<file path="src/rtl/core/dtf_pkg.sv">
`timescale 1ns / 1ps
// ----------------------------------------------------------------------------
// dtf_pkg
// Shared types and constants of the DER to fixed-width signature converter.
// ----------------------------------------------------------------------------
package dtf_pkg;

  // payload widths
  localparam int BYTE_W  = 8;
  localparam int WORD_W  = 64;
  localparam int INDEX_W = 4;

  // default configuration
  localparam int DEF_HALF_BYTES    = 48;
  localparam int DEF_MAX_DER_BYTES = 256;

  // fixed widths that cover the whole parameter range
  localparam int CNT_W  = 7;   // bytes held in one half, up to 66
  localparam int BIDX_W = 8;   // byte position in r||s, up to 131

  // DER codes
  localparam logic [BYTE_W-1:0] SEQ_TAG   = 8'h30;
  localparam logic [BYTE_W-1:0] INT_TAG   = 8'h02;
  localparam int                MIN_BYTES = 8;

  // one finished signature handed from front to back
  typedef struct packed {
    logic             bank;
    logic             ok;
    logic [CNT_W-1:0] cnt_r;
    logic [CNT_W-1:0] cnt_s;
  } desc_t;

  // byte write into the signature store
  typedef struct packed {
    logic              en;
    logic              bank;
    logic [BIDX_W-1:0] idx;
    logic [BYTE_W-1:0] data;
  } store_wr_t;

  // bank handed back to the front once it has been read out
  typedef struct packed {
    logic en;
    logic bank;
  } release_t;

endpackage

</file>
<file path="src/rtl/core/dtf_if.sv">
`timescale 1ns / 1ps
// ----------------------------------------------------------------------------
// dtf_if
// Valid/ready channels for DER bytes in and signature words out.
// ----------------------------------------------------------------------------
interface dtf_in_if;
  logic                       valid;
  logic                       ready;
  logic [dtf_pkg::BYTE_W-1:0] der_byte;
  logic                       last_byte;

  modport source (output valid, output der_byte, output last_byte, input ready);
  modport sink   (input valid, input der_byte, input last_byte, output ready);
endinterface

interface dtf_out_if;
  logic                        valid;
  logic                        ready;
  logic [dtf_pkg::WORD_W-1:0]  sig_word;
  logic [dtf_pkg::INDEX_W-1:0] word_index;
  logic                        ok;
  logic                        last_word;

  modport source (output valid, output sig_word, output word_index, output ok,
                  output last_word, input ready);
  modport sink   (input valid, input sig_word, input word_index, input ok,
                  input last_word, output ready);
endinterface

</file>
<file path="src/rtl/core/ecdsa_der_to_fixed_signature.sv">
`timescale 1ns / 1ps
// ----------------------------------------------------------------------------
// ecdsa_der_to_fixed_signature
// DER ECDSA signature to fixed-width r||s, emitted as 64-bit big-endian words.
// ----------------------------------------------------------------------------
// Input: one byte per cycle unless the store stalls it (see below); the parser keeps up with any byte stream.
// Output: 12 words per good signature (one per cycle unless out_chan.ready is low), one word on failure;
//   the first word passes through the descriptor queue, the read stage and the output register.
// Two store banks: input stalls only while both hold signatures not yet sent.
// Reset clears parser, queue and output control; the store needs no clearing
//   since per-half fill counts mask bytes not written for this signature.
module ecdsa_der_to_fixed_signature #(
  parameter int HALF_BYTES    = dtf_pkg::DEF_HALF_BYTES,
  parameter int MAX_DER_BYTES = dtf_pkg::DEF_MAX_DER_BYTES
) (
  input  logic      clk,
  input  logic      rst_n,
  dtf_in_if.sink    in_chan,
  dtf_out_if.source out_chan
);

  logic               push_en, pop_en, head_valid;
  dtf_pkg::desc_t     push_desc, head_desc;
  dtf_pkg::store_wr_t store_wr;
  dtf_pkg::release_t  rel;

  // parser
  dtf_front #(
    .HALF_BYTES    (HALF_BYTES),
    .MAX_DER_BYTES (MAX_DER_BYTES)
  ) u_front (
    .clk       (clk),
    .rst_n     (rst_n),
    .in_chan   (in_chan),
    .push_en   (push_en),
    .push_desc (push_desc),
    .store_wr  (store_wr),
    .rel       (rel)
  );

  // descriptor queue
  dtf_queue u_queue (
    .clk        (clk),
    .rst_n      (rst_n),
    .push_en    (push_en),
    .push_desc  (push_desc),
    .pop_en     (pop_en),
    .head_valid (head_valid),
    .head_desc  (head_desc)
  );

  // store and word emitter
  dtf_back #(
    .HALF_BYTES (HALF_BYTES)
  ) u_back (
    .clk        (clk),
    .rst_n      (rst_n),
    .store_wr   (store_wr),
    .head_valid (head_valid),
    .head_desc  (head_desc),
    .pop_en     (pop_en),
    .rel        (rel),
    .out_chan   (out_chan)
  );

endmodule

</file>
<file path="src/rtl/core/dtf_front.sv">
`timescale 1ns / 1ps
// ----------------------------------------------------------------------------
// dtf_front
// DER parser: walks tags and lengths one byte per cycle unless stalled, writes integer
// content into the current store bank and posts a descriptor on the last byte.
// ----------------------------------------------------------------------------
module dtf_front #(
  parameter int HALF_BYTES    = dtf_pkg::DEF_HALF_BYTES,
  parameter int MAX_DER_BYTES = dtf_pkg::DEF_MAX_DER_BYTES
) (
  input  logic               clk,
  input  logic               rst_n,
  dtf_in_if.sink             in_chan,
  output logic               push_en,
  output dtf_pkg::desc_t     push_desc,
  output dtf_pkg::store_wr_t store_wr,
  input  dtf_pkg::release_t  rel
);

  localparam int SEEN_W = $clog2(MAX_DER_BYTES + 1);
  localparam logic [SEEN_W-1:0] SEEN_MAX = SEEN_W'(MAX_DER_BYTES);
  localparam logic [SEEN_W-1:0] SEEN_MIN = SEEN_W'(dtf_pkg::MIN_BYTES);
  localparam logic [7:0] HALF_LEN = 8'(HALF_BYTES);
  localparam logic [dtf_pkg::CNT_W-1:0] HALF_CNT = dtf_pkg::CNT_W'(HALF_BYTES);
  localparam logic [dtf_pkg::BIDX_W-1:0] HALF_IDX = dtf_pkg::BIDX_W'(HALF_BYTES);

  typedef enum logic [9:0] {
    PH_SEQ_TAG  = 10'b00_0000_0001,
    PH_SEQ_LEN  = 10'b00_0000_0010,
    PH_LEN_SKIP = 10'b00_0000_0100,
    PH_R_TAG    = 10'b00_0000_1000,
    PH_R_LEN    = 10'b00_0001_0000,
    PH_R_DATA   = 10'b00_0010_0000,
    PH_S_TAG    = 10'b00_0100_0000,
    PH_S_LEN    = 10'b00_1000_0000,
    PH_S_DATA   = 10'b01_0000_0000,
    PH_DONE     = 10'b10_0000_0000
  } phase_t;

  phase_t                      phase_r, phase_nxt, phase_v;
  logic [SEEN_W-1:0]           seen_r, seen_nxt, seen_v;
  logic [6:0]                  skip_r, skip_nxt, skip_v;
  logic [7:0]                  left_r, left_nxt, left_v;
  logic                        failed_r, failed_nxt, failed_v;
  logic [dtf_pkg::CNT_W-1:0]   cnt_r_r, cnt_r_nxt, cnt_r_v;
  logic [dtf_pkg::CNT_W-1:0]   cnt_s_r, cnt_s_nxt, cnt_s_v;
  logic                        bank_r, bank_nxt;
  logic [1:0]                  busy_r, busy_nxt;
  logic                        accept, good, wr_v;
  logic [dtf_pkg::BIDX_W-1:0]  wr_idx;
  logic [7:0]                  b;

  assign b             = in_chan.der_byte;
  assign in_chan.ready = !busy_r[bank_r];
  assign accept        = in_chan.valid && in_chan.ready;

  // parse one byte
  always_comb begin
    phase_v  = phase_r;
    skip_v   = skip_r;
    left_v   = left_r;
    failed_v = failed_r;
    cnt_r_v  = cnt_r_r;
    cnt_s_v  = cnt_s_r;
    wr_v     = 1'b0;
    wr_idx   = HALF_IDX - dtf_pkg::BIDX_W'(left_r);
    seen_v   = (seen_r < SEEN_MAX) ? seen_r + 1'b1 : seen_r;

    if (!failed_r) begin
      unique case (phase_r)
        PH_SEQ_TAG: begin
          if (b != dtf_pkg::SEQ_TAG) failed_v = 1'b1;
          else phase_v = PH_SEQ_LEN;
        end
        PH_SEQ_LEN: begin
          if (b[7] && b[6:0] != 7'd0) begin
            skip_v  = b[6:0];
            phase_v = PH_LEN_SKIP;
          end else begin
            phase_v = PH_R_TAG;
          end
        end
        PH_LEN_SKIP: begin
          skip_v = skip_r - 7'd1;
          if (skip_r == 7'd1) phase_v = PH_R_TAG;
        end
        PH_R_TAG: begin
          if (b != dtf_pkg::INT_TAG) failed_v = 1'b1;
          else phase_v = PH_R_LEN;
        end
        PH_R_LEN: begin
          left_v  = b;
          cnt_r_v = (b > HALF_LEN) ? HALF_CNT : dtf_pkg::CNT_W'(b);
          phase_v = (b == 8'd0) ? PH_S_TAG : PH_R_DATA;
        end
        PH_R_DATA: begin
          // leading bytes beyond the half must be zero
          if (left_r > HALF_LEN) begin
            if (b != 8'd0) failed_v = 1'b1;
          end else begin
            wr_v = 1'b1;
          end
          left_v = left_r - 8'd1;
          if (left_r == 8'd1) phase_v = PH_S_TAG;
        end
        PH_S_TAG: begin
          if (b != dtf_pkg::INT_TAG) failed_v = 1'b1;
          else phase_v = PH_S_LEN;
        end
        PH_S_LEN: begin
          left_v  = b;
          cnt_s_v = (b > HALF_LEN) ? HALF_CNT : dtf_pkg::CNT_W'(b);
          phase_v = (b == 8'd0) ? PH_DONE : PH_S_DATA;
        end
        PH_S_DATA: begin
          if (left_r > HALF_LEN) begin
            if (b != 8'd0) failed_v = 1'b1;
          end else begin
            wr_v   = 1'b1;
            wr_idx = HALF_IDX - dtf_pkg::BIDX_W'(left_r) + HALF_IDX;
          end
          left_v = left_r - 8'd1;
          if (left_r == 8'd1) phase_v = PH_DONE;
        end
        PH_DONE: begin
        end
        default: failed_v = 1'b1;
      endcase
    end

    good = !failed_v && (seen_v >= SEEN_MIN) && (phase_v == PH_DONE);
  end

  // next state: hold, advance, or restart after the last byte
  always_comb begin
    phase_nxt  = phase_r;
    seen_nxt   = seen_r;
    skip_nxt   = skip_r;
    left_nxt   = left_r;
    failed_nxt = failed_r;
    cnt_r_nxt  = cnt_r_r;
    cnt_s_nxt  = cnt_s_r;
    bank_nxt   = bank_r;
    busy_nxt   = busy_r;
    if (rel.en) busy_nxt[rel.bank] = 1'b0;
    if (accept) begin
      if (in_chan.last_byte) begin
        phase_nxt        = PH_SEQ_TAG;
        seen_nxt         = '0;
        skip_nxt         = '0;
        left_nxt         = '0;
        failed_nxt       = 1'b0;
        cnt_r_nxt        = '0;
        cnt_s_nxt        = '0;
        bank_nxt         = !bank_r;
        busy_nxt[bank_r] = 1'b1;
      end else begin
        phase_nxt  = phase_v;
        seen_nxt   = seen_v;
        skip_nxt   = skip_v;
        left_nxt   = left_v;
        failed_nxt = failed_v;
        cnt_r_nxt  = cnt_r_v;
        cnt_s_nxt  = cnt_s_v;
      end
    end
  end

  always_ff @(posedge clk) begin
    if (!rst_n) begin
      phase_r  <= PH_SEQ_TAG;
      seen_r   <= '0;
      skip_r   <= '0;
      left_r   <= '0;
      failed_r <= 1'b0;
      cnt_r_r  <= '0;
      cnt_s_r  <= '0;
      bank_r   <= 1'b0;
      busy_r   <= '0;
    end else begin
      phase_r  <= phase_nxt;
      seen_r   <= seen_nxt;
      skip_r   <= skip_nxt;
      left_r   <= left_nxt;
      failed_r <= failed_nxt;
      cnt_r_r  <= cnt_r_nxt;
      cnt_s_r  <= cnt_s_nxt;
      bank_r   <= bank_nxt;
      busy_r   <= busy_nxt;
    end
  end

  // descriptor and store write
  assign push_en         = accept && in_chan.last_byte;
  assign push_desc.bank  = bank_r;
  assign push_desc.ok    = good;
  assign push_desc.cnt_r = cnt_r_v;
  assign push_desc.cnt_s = cnt_s_v;

  assign store_wr.en   = accept && wr_v;
  assign store_wr.bank = bank_r;
  assign store_wr.idx  = wr_idx;
  assign store_wr.data = b;

endmodule

</file>
<file path="src/rtl/core/dtf_queue.sv">
`timescale 1ns / 1ps
// ----------------------------------------------------------------------------
// dtf_queue
// Two-entry descriptor queue between the parser and the word emitter.
// ----------------------------------------------------------------------------
module dtf_queue (
  input  logic           clk,
  input  logic           rst_n,
  input  logic           push_en,
  input  dtf_pkg::desc_t push_desc,
  input  logic           pop_en,
  output logic           head_valid,
  output dtf_pkg::desc_t head_desc
);

  dtf_pkg::desc_t ent_r [2];
  logic           wp_r, wp_nxt;
  logic           rp_r, rp_nxt;
  logic [1:0]     cnt_r, cnt_nxt;
  logic           do_push, do_pop;

  assign head_valid = (cnt_r != 2'd0);
  assign head_desc  = ent_r[rp_r];
  assign do_push    = push_en && (cnt_r != 2'd2);
  assign do_pop     = pop_en && head_valid;

  // pointer and fill update
  always_comb begin
    wp_nxt  = do_push ? !wp_r : wp_r;
    rp_nxt  = do_pop ? !rp_r : rp_r;
    cnt_nxt = cnt_r + {1'b0, do_push} - {1'b0, do_pop};
  end

  always_ff @(posedge clk) begin
    if (!rst_n) begin
      wp_r  <= 1'b0;
      rp_r  <= 1'b0;
      cnt_r <= 2'd0;
    end else begin
      wp_r  <= wp_nxt;
      rp_r  <= rp_nxt;
      cnt_r <= cnt_nxt;
    end
  end

  // entry storage
  always_ff @(posedge clk) begin
    if (do_push) ent_r[wp_r] <= push_desc;
  end

endmodule

</file>
<file path="src/rtl/core/dtf_back.sv">
`timescale 1ns / 1ps
// ----------------------------------------------------------------------------
// dtf_back
// Signature store (two banks of r||s) and word emitter: reads one 64-bit word
// per unstalled cycle, zeroes bytes ahead of each right-aligned integer, drives out.
// ----------------------------------------------------------------------------
module dtf_back #(
  parameter int HALF_BYTES = dtf_pkg::DEF_HALF_BYTES
) (
  input  logic               clk,
  input  logic               rst_n,
  input  dtf_pkg::store_wr_t store_wr,
  input  logic               head_valid,
  input  dtf_pkg::desc_t     head_desc,
  output logic               pop_en,
  output dtf_pkg::release_t  rel,
  dtf_out_if.source          out_chan
);

  localparam int SIG_BYTES = 2 * HALF_BYTES;
  localparam int SIG_WORDS = (SIG_BYTES + 7) / 8;
  localparam int K_W       = $clog2(SIG_WORDS);
  localparam int DEPTH     = 2 * SIG_WORDS;
  localparam int A_W       = $clog2(DEPTH);
  localparam int PW        = dtf_pkg::BIDX_W + 1;
  localparam logic [K_W-1:0] K_LAST = K_W'(SIG_WORDS - 1);
  localparam logic [A_W-1:0] BANK_OFS = A_W'(SIG_WORDS);
  localparam logic [PW-1:0] HALF_P = PW'(HALF_BYTES);
  localparam logic [PW-1:0] SIG_P  = PW'(SIG_BYTES);

  logic [dtf_pkg::WORD_W-1:0] mem [DEPTH];

  logic [A_W-1:0]              wa, ra;
  logic [K_W-1:0]              k_r, k_nxt;
  logic                        adv, last_issue;
  logic                        rv_r, rok_r, rlast_r;
  logic [K_W-1:0]              rk_r;
  logic [dtf_pkg::CNT_W-1:0]   rcnt_r_r, rcnt_s_r;
  logic [dtf_pkg::WORD_W-1:0]  rdata_r, masked;
  logic                        ov_r;
  logic [dtf_pkg::WORD_W-1:0]  ow_r;
  logic [dtf_pkg::INDEX_W-1:0] oi_r;
  logic                        ook_r, olast_r;

  // store write, one byte lane, big-endian within the word
  assign wa = A_W'(store_wr.idx >> 3) + (store_wr.bank ? BANK_OFS : '0);
  always_ff @(posedge clk) begin
    if (store_wr.en) mem[wa][{~store_wr.idx[2:0], 3'b000} +: 8] <= store_wr.data;
  end

  // issue side
  assign adv        = !ov_r || out_chan.ready;
  assign last_issue = !head_desc.ok || (k_r == K_LAST);
  assign pop_en     = adv && head_valid && last_issue;
  assign rel.en     = pop_en;
  assign rel.bank   = head_desc.bank;
  assign ra         = A_W'(k_r) + (head_desc.bank ? BANK_OFS : '0);

  always_comb begin
    k_nxt = k_r;
    if (adv && head_valid) k_nxt = last_issue ? '0 : k_r + 1'b1;
  end

  // read stage with registered store data
  always_ff @(posedge clk) begin
    if (!rst_n) begin
      k_r  <= '0;
      rv_r <= 1'b0;
    end else begin
      k_r <= k_nxt;
      if (adv) rv_r <= head_valid;
    end
  end

  always_ff @(posedge clk) begin
    if (adv) begin
      rdata_r  <= mem[ra];
      rk_r     <= k_r;
      rok_r    <= head_desc.ok;
      rlast_r  <= last_issue;
      rcnt_r_r <= head_desc.cnt_r;
      rcnt_s_r <= head_desc.cnt_s;
    end
  end

  // zero bytes that lie ahead of the integer or past the signature
  always_comb begin
    logic [PW-1:0]             pos, ofs;
    logic [dtf_pkg::CNT_W-1:0] cnt;
    logic                      in_s, keep;
    masked = '0;
    for (int i = 0; i < 8; i++) begin
      pos    = PW'({rk_r, 3'b000}) + PW'(i);
      in_s   = (pos >= HALF_P);
      ofs    = in_s ? pos - HALF_P : pos;
      cnt    = in_s ? rcnt_s_r : rcnt_r_r;
      keep   = (pos < SIG_P) && ((ofs + PW'(cnt)) >= HALF_P);
      masked[(7 - i) * 8 +: 8] = keep ? rdata_r[(7 - i) * 8 +: 8] : 8'h00;
    end
  end

  // output register
  always_ff @(posedge clk) begin
    if (!rst_n) begin
      ov_r <= 1'b0;
    end else if (adv) begin
      ov_r <= rv_r;
    end
  end

  always_ff @(posedge clk) begin
    if (adv) begin
      ow_r    <= rok_r ? masked : '0;
      oi_r    <= rok_r ? dtf_pkg::INDEX_W'(rk_r) : '0;
      ook_r   <= rok_r;
      olast_r <= rlast_r;
    end
  end

  assign out_chan.valid      = ov_r;
  assign out_chan.sig_word   = ow_r;
  assign out_chan.word_index = oi_r;
  assign out_chan.ok         = ook_r;
  assign out_chan.last_word  = olast_r;

endmodule
</file>
<file path="src/flat_wrapper.sv">
// flat-port wrapper written by rule: the top's interface ports become plain ports
module ecdsa_der_to_fixed_signature_flat 
#(
  parameter int HALF_BYTES    = dtf_pkg::DEF_HALF_BYTES,
  parameter int MAX_DER_BYTES = dtf_pkg::DEF_MAX_DER_BYTES
)
  (clk, rst_n, in_chan_valid, in_chan_der_byte, in_chan_last_byte, in_chan_ready, out_chan_valid, out_chan_sig_word, out_chan_word_index, out_chan_ok, out_chan_last_word, out_chan_ready);
  dtf_in_if in_chan_i ();
  dtf_out_if out_chan_i ();
  input  logic clk;
  input  logic rst_n;
  input wire logic [$bits(in_chan_i.valid)-1:0] in_chan_valid;
  input wire logic [$bits(in_chan_i.der_byte)-1:0] in_chan_der_byte;
  input wire logic [$bits(in_chan_i.last_byte)-1:0] in_chan_last_byte;
  output wire logic [$bits(in_chan_i.ready)-1:0] in_chan_ready;
  output wire logic [$bits(out_chan_i.valid)-1:0] out_chan_valid;
  output wire logic [$bits(out_chan_i.sig_word)-1:0] out_chan_sig_word;
  output wire logic [$bits(out_chan_i.word_index)-1:0] out_chan_word_index;
  output wire logic [$bits(out_chan_i.ok)-1:0] out_chan_ok;
  output wire logic [$bits(out_chan_i.last_word)-1:0] out_chan_last_word;
  input wire logic [$bits(out_chan_i.ready)-1:0] out_chan_ready;
  assign in_chan_i.valid = in_chan_valid;
  assign in_chan_i.der_byte = in_chan_der_byte;
  assign in_chan_i.last_byte = in_chan_last_byte;
  assign in_chan_ready = in_chan_i.ready;
  assign out_chan_valid = out_chan_i.valid;
  assign out_chan_sig_word = out_chan_i.sig_word;
  assign out_chan_word_index = out_chan_i.word_index;
  assign out_chan_ok = out_chan_i.ok;
  assign out_chan_last_word = out_chan_i.last_word;
  assign out_chan_i.ready = out_chan_ready;
  ecdsa_der_to_fixed_signature #(.HALF_BYTES(HALF_BYTES), .MAX_DER_BYTES(MAX_DER_BYTES)) u_core (.clk(clk), .rst_n(rst_n), .in_chan(in_chan_i), .out_chan(out_chan_i));
endmodule
</file>
<file path="config.mk">
export PLATFORM = sky130hd
export DESIGN_NAME = ecdsa_der_to_fixed_signature_flat
export DESIGN_NICKNAME = d
export VERILOG_FILES = /design/src/rtl/core/dtf_pkg.sv /design/src/rtl/core/dtf_if.sv /design/src/rtl/core/ecdsa_der_to_fixed_signature.sv /design/src/rtl/core/dtf_front.sv /design/src/rtl/core/dtf_queue.sv /design/src/rtl/core/dtf_back.sv /design/src/flat_wrapper.sv
export SDC_FILE = /design/constraint.sdc
export NUM_CORES = 2
export LEC_CHECK = 0
export BUFFER_PORTS_ARGS = -buffer_cell sky130_fd_sc_hd__buf_2
export CORE_UTILIZATION = 50
export CTS_BUF_LIST = sky130_fd_sc_hd__clkbuf_8
export DETAILED_ROUTE_END_ITERATION = 6
export PLACE_DENSITY = 0.72
export RECOVER_POWER = 25
export SETUP_SLACK_MARGIN = 0.2
export SYNTH_ARGS = -nofsm -noshare
export SYNTH_HDL_FRONTEND = slang
export SYNTH_SLANG_ARGS = --single-unit
</file>
<file path="constraint.sdc">
create_clock -name clk -period 11.3 [get_ports clk]
set_input_delay 1.13 -clock clk [delete_from_list [all_inputs] [get_ports clk]]
set_output_delay 1.13 -clock clk [all_outputs]
set_load 0.05 [all_outputs]
</file>
# Word level (Yosys, flattened, before mapping)
# Memory sizes are Yosys's and may differ from the RTL's. A register that Yosys moved wholly into a read port is not among the register bits.
# Index checks and enable logic that the tools add are counted.
# word_totals
regBits	152
latch_bits	0
mem_bits_rw	1568
mem_bits_ro	0
in_bits	13
output_inout_bits	72
elab_cells	249
n_memories	2
# op_classes
addsub	34
mul	0
n_div	0
order_cmp	32
n_eq_ne	19
shift	2
muxes	75
bitwise_logic	4
n_reduce_logical	50
# mem_list
name	depth	width	rd	rd_clocked_by_memory_dff	wr	line	rtl
u_core.u_back.mem	24	64	1	1	1	dtf_back.sv:31	logic [dtf_pkg::WORD_W-1:0] mem [DEPTH];
u_core.u_queue.ent_r	2	16	1	1	1	dtf_queue.sv:16	dtf_pkg::desc_t ent_r [2];
# op_table
op	count
7-bit two-way mux	19
10-bit two-way mux	9
9-bit two-way mux	10
10-bit case mux with 9 select lines	1
9-bit by 7-bit adder with 9-bit output	8
9-bit by 6-bit >= comparator with 1-bit output (second input constant)	8
64-bit two-way mux	1
8-bit by 8-bit variable shift with 64-bit output (first input constant)	1
8-bit by 8-bit indexed part select with 64-bit output	1
8-bit by 6-bit subtractor with 9-bit output (second input constant)	7
8-bit by 6-bit >= comparator with 1-bit output (second input constant)	7
8-bit by 7-bit less-than comparator with 1-bit output (second input constant)	7
8-bit two-way mux	5
7-bit by 3-bit adder with 8-bit output (second input constant)	4
10-bit equality test (second input constant)	2
1-bit logical AND	20
1-bit two-way mux	18
2-bit AND reduction	9
7-bit by 2-bit adder with 8-bit output (second input constant)	2
8-bit by 6-bit > comparator with 1-bit output (second input constant)	2
4-bit two-way mux	4
8-bit case mux with 2 select lines	1
7-bit case mux with 2 select lines	1
10-bit by 1-bit equality test with 1-bit output (second input constant)	1
52 further kinds	68

# Longest topological paths before layout
# depth
depth_word	10
ltp_mapped	16
mapped_depth_nobuf	14

# Modules after synthesis
# Synthesis repeated with hierarchy kept, for this count alone.
# hier_totals
cells_unflattened	3715
area_unflattened_um2	71343.4
# by_module_without_submodules
module	instances	cells_per_inst	area_each_um2
dtf_back	1	3141	66334.9
dtf_front	1	493	3587.2
dtf_queue	1	81	1421.4

# Worst setup path after synthesis
# OpenSTA, ideal clock, no wires.
# synth_path
path_kind	in2reg
start	in out_chan_ready
end	reg u_core.u_back.olast_r, in the netlist u_core.u_back.out_chan.last_word (enable)
setup_ns	0.507
t_arrival_ns	4.182
slack_ns	6.611
cell_stages	2
path_cell_list	nor2b_1 -> inv_1
# synth_between
elab_chain_cells	1
# synth_rtl
item	line	rtl
from (decl)	flat_wrapper.sv:21	input wire logic [$bits(out_chan_i.ready)-1:0] out_chan_ready;
1-bit logical OR	dtf_back.sv:52	assign adv = !ov_r || out_chan.ready;
to (signal assigned)	dtf_back.sv:116	olast_r <= rlast_r;
to (decl)	dtf_back.sv:43	logic ook_r, olast_r;
# Every way passes these cells.
# A chain may end at the register's enable or synchronous reset.

# Worst setup path after layout
# layout_path
start	reg u_core.u_back.k_r[0]
end	reg u_core.u_back.rdata_r[55] in the netlist's numbering, read port of u_core.u_back.mem, data pin
# layout_between
elab_chain_cells	1
# layout_rtl
item	line	rtl
from (decl)	dtf_back.sv:34	logic [K_W-1:0] k_r, k_nxt;
from (signal assigned)	dtf_back.sv:70	k_r <= k_nxt;
4-bit by 4-bit adder with 5-bit output	dtf_back.sv:57	assign ra = A_W'(k_r) + (head_desc.bank ? BANK_OFS : '0);
to (decl)	dtf_back.sv:39	logic [dtf_pkg::WORD_W-1:0] rdata_r, masked;
# Every way passes these cells.

==> run summary <==
The post-DP HPWL came out at 98.9 mm. The standby leakage power came out at 24.8 nW. For hold timing, the worst endpoint is u_core.u_back.out_chan.last_word. The count of endpoints failing hold in the final timing report came out at 0. The number of distinct library cells after synthesis came out at 73.

The number of pins exceeding their max-slew limit in the final report came out at 553. The weighted congestion reported at the end of routability-driven placement came out at between 0.8 and 0.9. The number of DRC markers after the initial detailed-route iteration came out at 3,927. The average cell area after synthesis is 19.1 um^2. In this run the cell area measured after placement is 74,100 um^2. The number of rows created at floorplan came out at 138. For this configuration, the core starts out at a cell density of 0.505. The remaining number of nets flagged by the antenna check after routing is 0. The area of the mapped netlist came out at 71,600 um^2. The slowest stage of the critical path belongs to the cell sky130_fd_sc_hd__clkbuf_1. The instance count after placement with tap cells included is 5,553. Setup violations remaining at the end of the flow were counted as 0. The synthesized instance count is roughly 3,700. The source-to-sink clock delay at the later pin of the worst-skew pair came out at 0.99 ns. The endpoint identified for the worst register-to-register timing path is u_core.u_back.rdata_r[55].

The run finished, with violations left. The most frequent cell on the critical path is sky130_fd_sc_hd__mux4_2. The wire length reported by the detailed router is about 160 mm. The library cell used most frequently in the layout, excluding fill and tap cells, is sky130_fd_sc_hd__edfxtp_1. The power per standard cell area is 194 nW/um^2. The overall overflow remaining after global route is 0.

The pin slew with the least headroom to its limit came out at ~4.5 ns. The signal on the critical path passes through clkbuf_1 > buf_4 > mux4_2 > mux4_2 > nor2_1 > a21oi_1. The fraction of synthesis flops using an asynchronous set or reset pin is 0. The min-delay analysis places its worst path in the category reg2reg. The synthesized design spends more area on one cell type than any other, namely sky130_fd_sc_hd__edfxtp_1. The final cycle utilization of the critical path is 0.673. Counting every net in the synthesized netlist gives 3,798.

The depth of the most critical reg-to-reg path is 6. The buffering stage count on the worst path with inverters included came out at 2. The worst ir drop on vdd is 0.210 mV. During synthesis, Yosys emitted a total of 0 warnings. The post-layout instance count excluding filler cells came out at 6,029. The checks that failed: capacitance limit, slew limit. Once the clock tree was built, the setup fixing pass inserted 0 buffers. In this run the count of I/O pins placed on the die edge is 85. Among all flip-flop cells after synthesis, the most frequent one is sky130_fd_sc_hd__edfxtp_1. The post-synthesis to final-layout area growth came out at 10.1%. Using the TritonRoute via totals, the vias-per-cell ratio works out to 6.05. Setup repair after global routing left no endpoint under its margin. The max-capacitance violation count is 14.

For this run, the register share of the synthesized area comes to 0.740. The total core area came out at 142,000 um^2. The via count of the first global-routing pass is 36,500. The number of filler cells placed in the layout came out at 10,400. The post-layout minimum cycle time is around 7.6 ns. The required arrival time at the worst endpoint is about 12 ns.

The number of enable flip-flop cells after synthesis is 1,722. The routed length per placed instance came out at approximately 27 um. The critical path in this run is classified as reg2reg. The cts-stage hold buffer count came out at 0. The die is 380 um wide.

The number of antenna violations at the first check in global routing came out at 10. TritonCTS created around 280 clock buffers. The global-route wire length before repair is around 240 mm. The post-route cell area came out at just under 80,000 um^2. The buffer cell driving the clock tree root is sky130_fd_sc_hd__clkbuf_8. In this run the most critical hold path is launched from u_core.u_back.rlast_r. The worst pin sits at a relative slew slack of -2.03. After clock tree synthesis, the clock-pin slew on the worst setup and hold paths is about 0.060 ns.

Data arrives at the worst endpoint at 8.23 ns. The number of cells traversed by the worst hold path came out at 0. STA classifies the critical path startpoint as a flop. The area fraction of the dominant cell type after synthesis came out at 0.722. During placement, the flow inserted port buffers numbering 84.

The pre-antenna-repair detailed-routing pass consisted of 6 iterations. For this run, design rule violations remaining after detail routing come to 0. The count of state elements after synthesis is 1,785.

The total number of clock tree sinks came out at around 1,800. The level count of the clock H-tree came out at 5. The full die area came out at 145,000 um^2. The total negative slack is 0 ns. By area the synthesized netlist is led by sky130_fd_sc_hd__edfxtp_1 (72%), sky130_fd_sc_hd__mux4_2 (14%), sky130_fd_sc_hd__nor2_1 (1.8%), sky130_fd_sc_hd__dfxtp_1 (1.8%), sky130_fd_sc_hd__mux2i_1 (1.0%). The largest stage delay on the critical path came out at 2.92 ns. The detailed-route via count is around 36,000. The final layout net count came out at 3,998. The family with the most delay on the worst path is buffers and inverters.

The number of gates given a new drive strength after cts is 0. The register-to-register setup slack came out at 3.70 ns. In this run the worst path has a maximum fanout of 50.

The capturing element type of the critical path is a flop. In this run the critical register-to-register path is launched from u_core.u_back.k_r[0]. TritonCTS built the clock tree. The clock skew after layout came out at 0.0436 ns. The overall routing resource usage came out at 0.226. The fraction of final layout cells sized beyond drive strength 1 is 0.221.

The die is 380 um tall. The clock passes through at most 4 buffers. Leaving out fill and tap cells, the most frequent cells in the layout are sky130_fd_sc_hd__edfxtp_1 (1,722), sky130_fd_sc_hd__mux4_2 (448), sky130_fd_sc_hd__nor2_1 (349). Static timing analysis puts the maximum clock frequency at 132 MHz. Entering global routing, the biggest net connects around 170 pins.
[cell usage after synthesis, drive strengths merged (5+ instances only)]
master	instances
edfxtp	1722
mux4	448
nor2	351
nand2	155
clkbuf	145
a21oi	112
and2	103
buf	72
mux2i	72
dfxtp	63
nor3	48
o21ai	48
inv	36
ha	33
nand3	27
mux2	26
nor2b	25
xnor2	23
a31oi	20
and3	19
nor4	18
a21o	14
o211ai	14
xor2	13
a22oi	11
nand2b	11
nand4	10
or3	9
a211oi	8
nor3b	8
nand4b	7
o31ai	7
or4	7
a21boi	6
o21a	6
a2111oi	5
nor4b	5
[sequential cells by signal, summed over array words and instances, names as in the netlist, 2 cells and up, named ones only]
name and flops:
u_core.u_back.rcnt_r_r 7, u_core.u_queue.ent_r 32, u_core.u_front.busy_r 2, u_core.u_queue.cnt_r 2, u_core.u_back.rdata_r 64, u_core.u_back.rcnt_s_r 7, u_core.u_back.mem 1536, u_core.u_back.rk_r 4
u_core.u_front.seen_r 9, u_core.u_front.phase_r 10, u_core.u_back.out_chan.word_index 4, u_core.u_front.left_r 8, u_core.u_back.k_r 4, u_core.u_back.out_chan.sig_word 64, u_core.u_front.cnt_r_r 7, u_core.u_front.skip_r 7
u_core.u_front.cnt_s_r 7
[metrics by stage]
step,util,hold slack (ns),setup WS [ns],power [mW]
finish,0.556,0.437,3.70,15.3
global route,0.556,0.441,2.78,15.8
CTS,0.558,0.439,5.66,15.4
detailed placement,0.522,0.423,5.71,10.4
global placement,0.522,0.406,5.95,10.4
floorplan,-,0.400,6.61,9.64
[final cells by class]
class | instances | area, um^2 | area share
inverters | 37 | 140 | 0.00178
clock buffers | 295 | 4060 | 0.0515
well taps | 1890 | 2360 | 0.0300
diodes | 3 | 7.51 | 0.0000952
multi-input cells | 1709 | 17700 | 0.224
repair buffers | 132 | 633 | 0.00803
clock inverters | 178 | 1000 | 0.0127
flip-flops and latches | 1785 | 53000 | 0.672
[metal layers]
layer,GRT usage,vias up,part of all wire,routed length [um]
met3,0.0616,253,0.10,16600
met1,0.315,18800,0.40,64800
met2,0.348,1932,0.47,77000
met5,0,-,0.00040,65
li1,-,15500,-,-
met4,0.0688,10,0.024,3980
[kinds of logic after synthesis]
group,synth area share
compound gates,0.0245
buf+inv,0.0144
flops,0.740
simple gates,0.0553
fa+ha+maj,0.00688
mux,0.155
xor+xnor,0.00440
[how the worst max path moves through the flow]
stage                                         from                                to  slack (ns)  cells past startpoint
after global placement    u_core.u_front.left_r[0]          u_core.u_back.mem[12][3]        5.95                     14
after floorplan                     out_chan_ready  u_core.u_back.out_chan.last_word        6.61                      2
after detailed placement  u_core.u_front.left_r[0]          u_core.u_back.mem[12][3]        5.71                     14
after global routing          u_core.u_back.k_r[0]         u_core.u_back.rdata_r[55]        2.78                      6
final                         u_core.u_back.k_r[0]         u_core.u_back.rdata_r[55]        3.70                      6
after CTS                 u_core.u_front.left_r[0]          u_core.u_back.mem[12][7]        5.66                     14
[report_power, final]
part	switching (mW)	internal (mW)	leakage, nW
sequential	0.145	7.49	16.3
clock	2.39	2.64	2.88
combinational	1.65	0.978	5.56
total	4.19	11.1	24.8
Note: power is estimated with default switching activity, not from simulation.
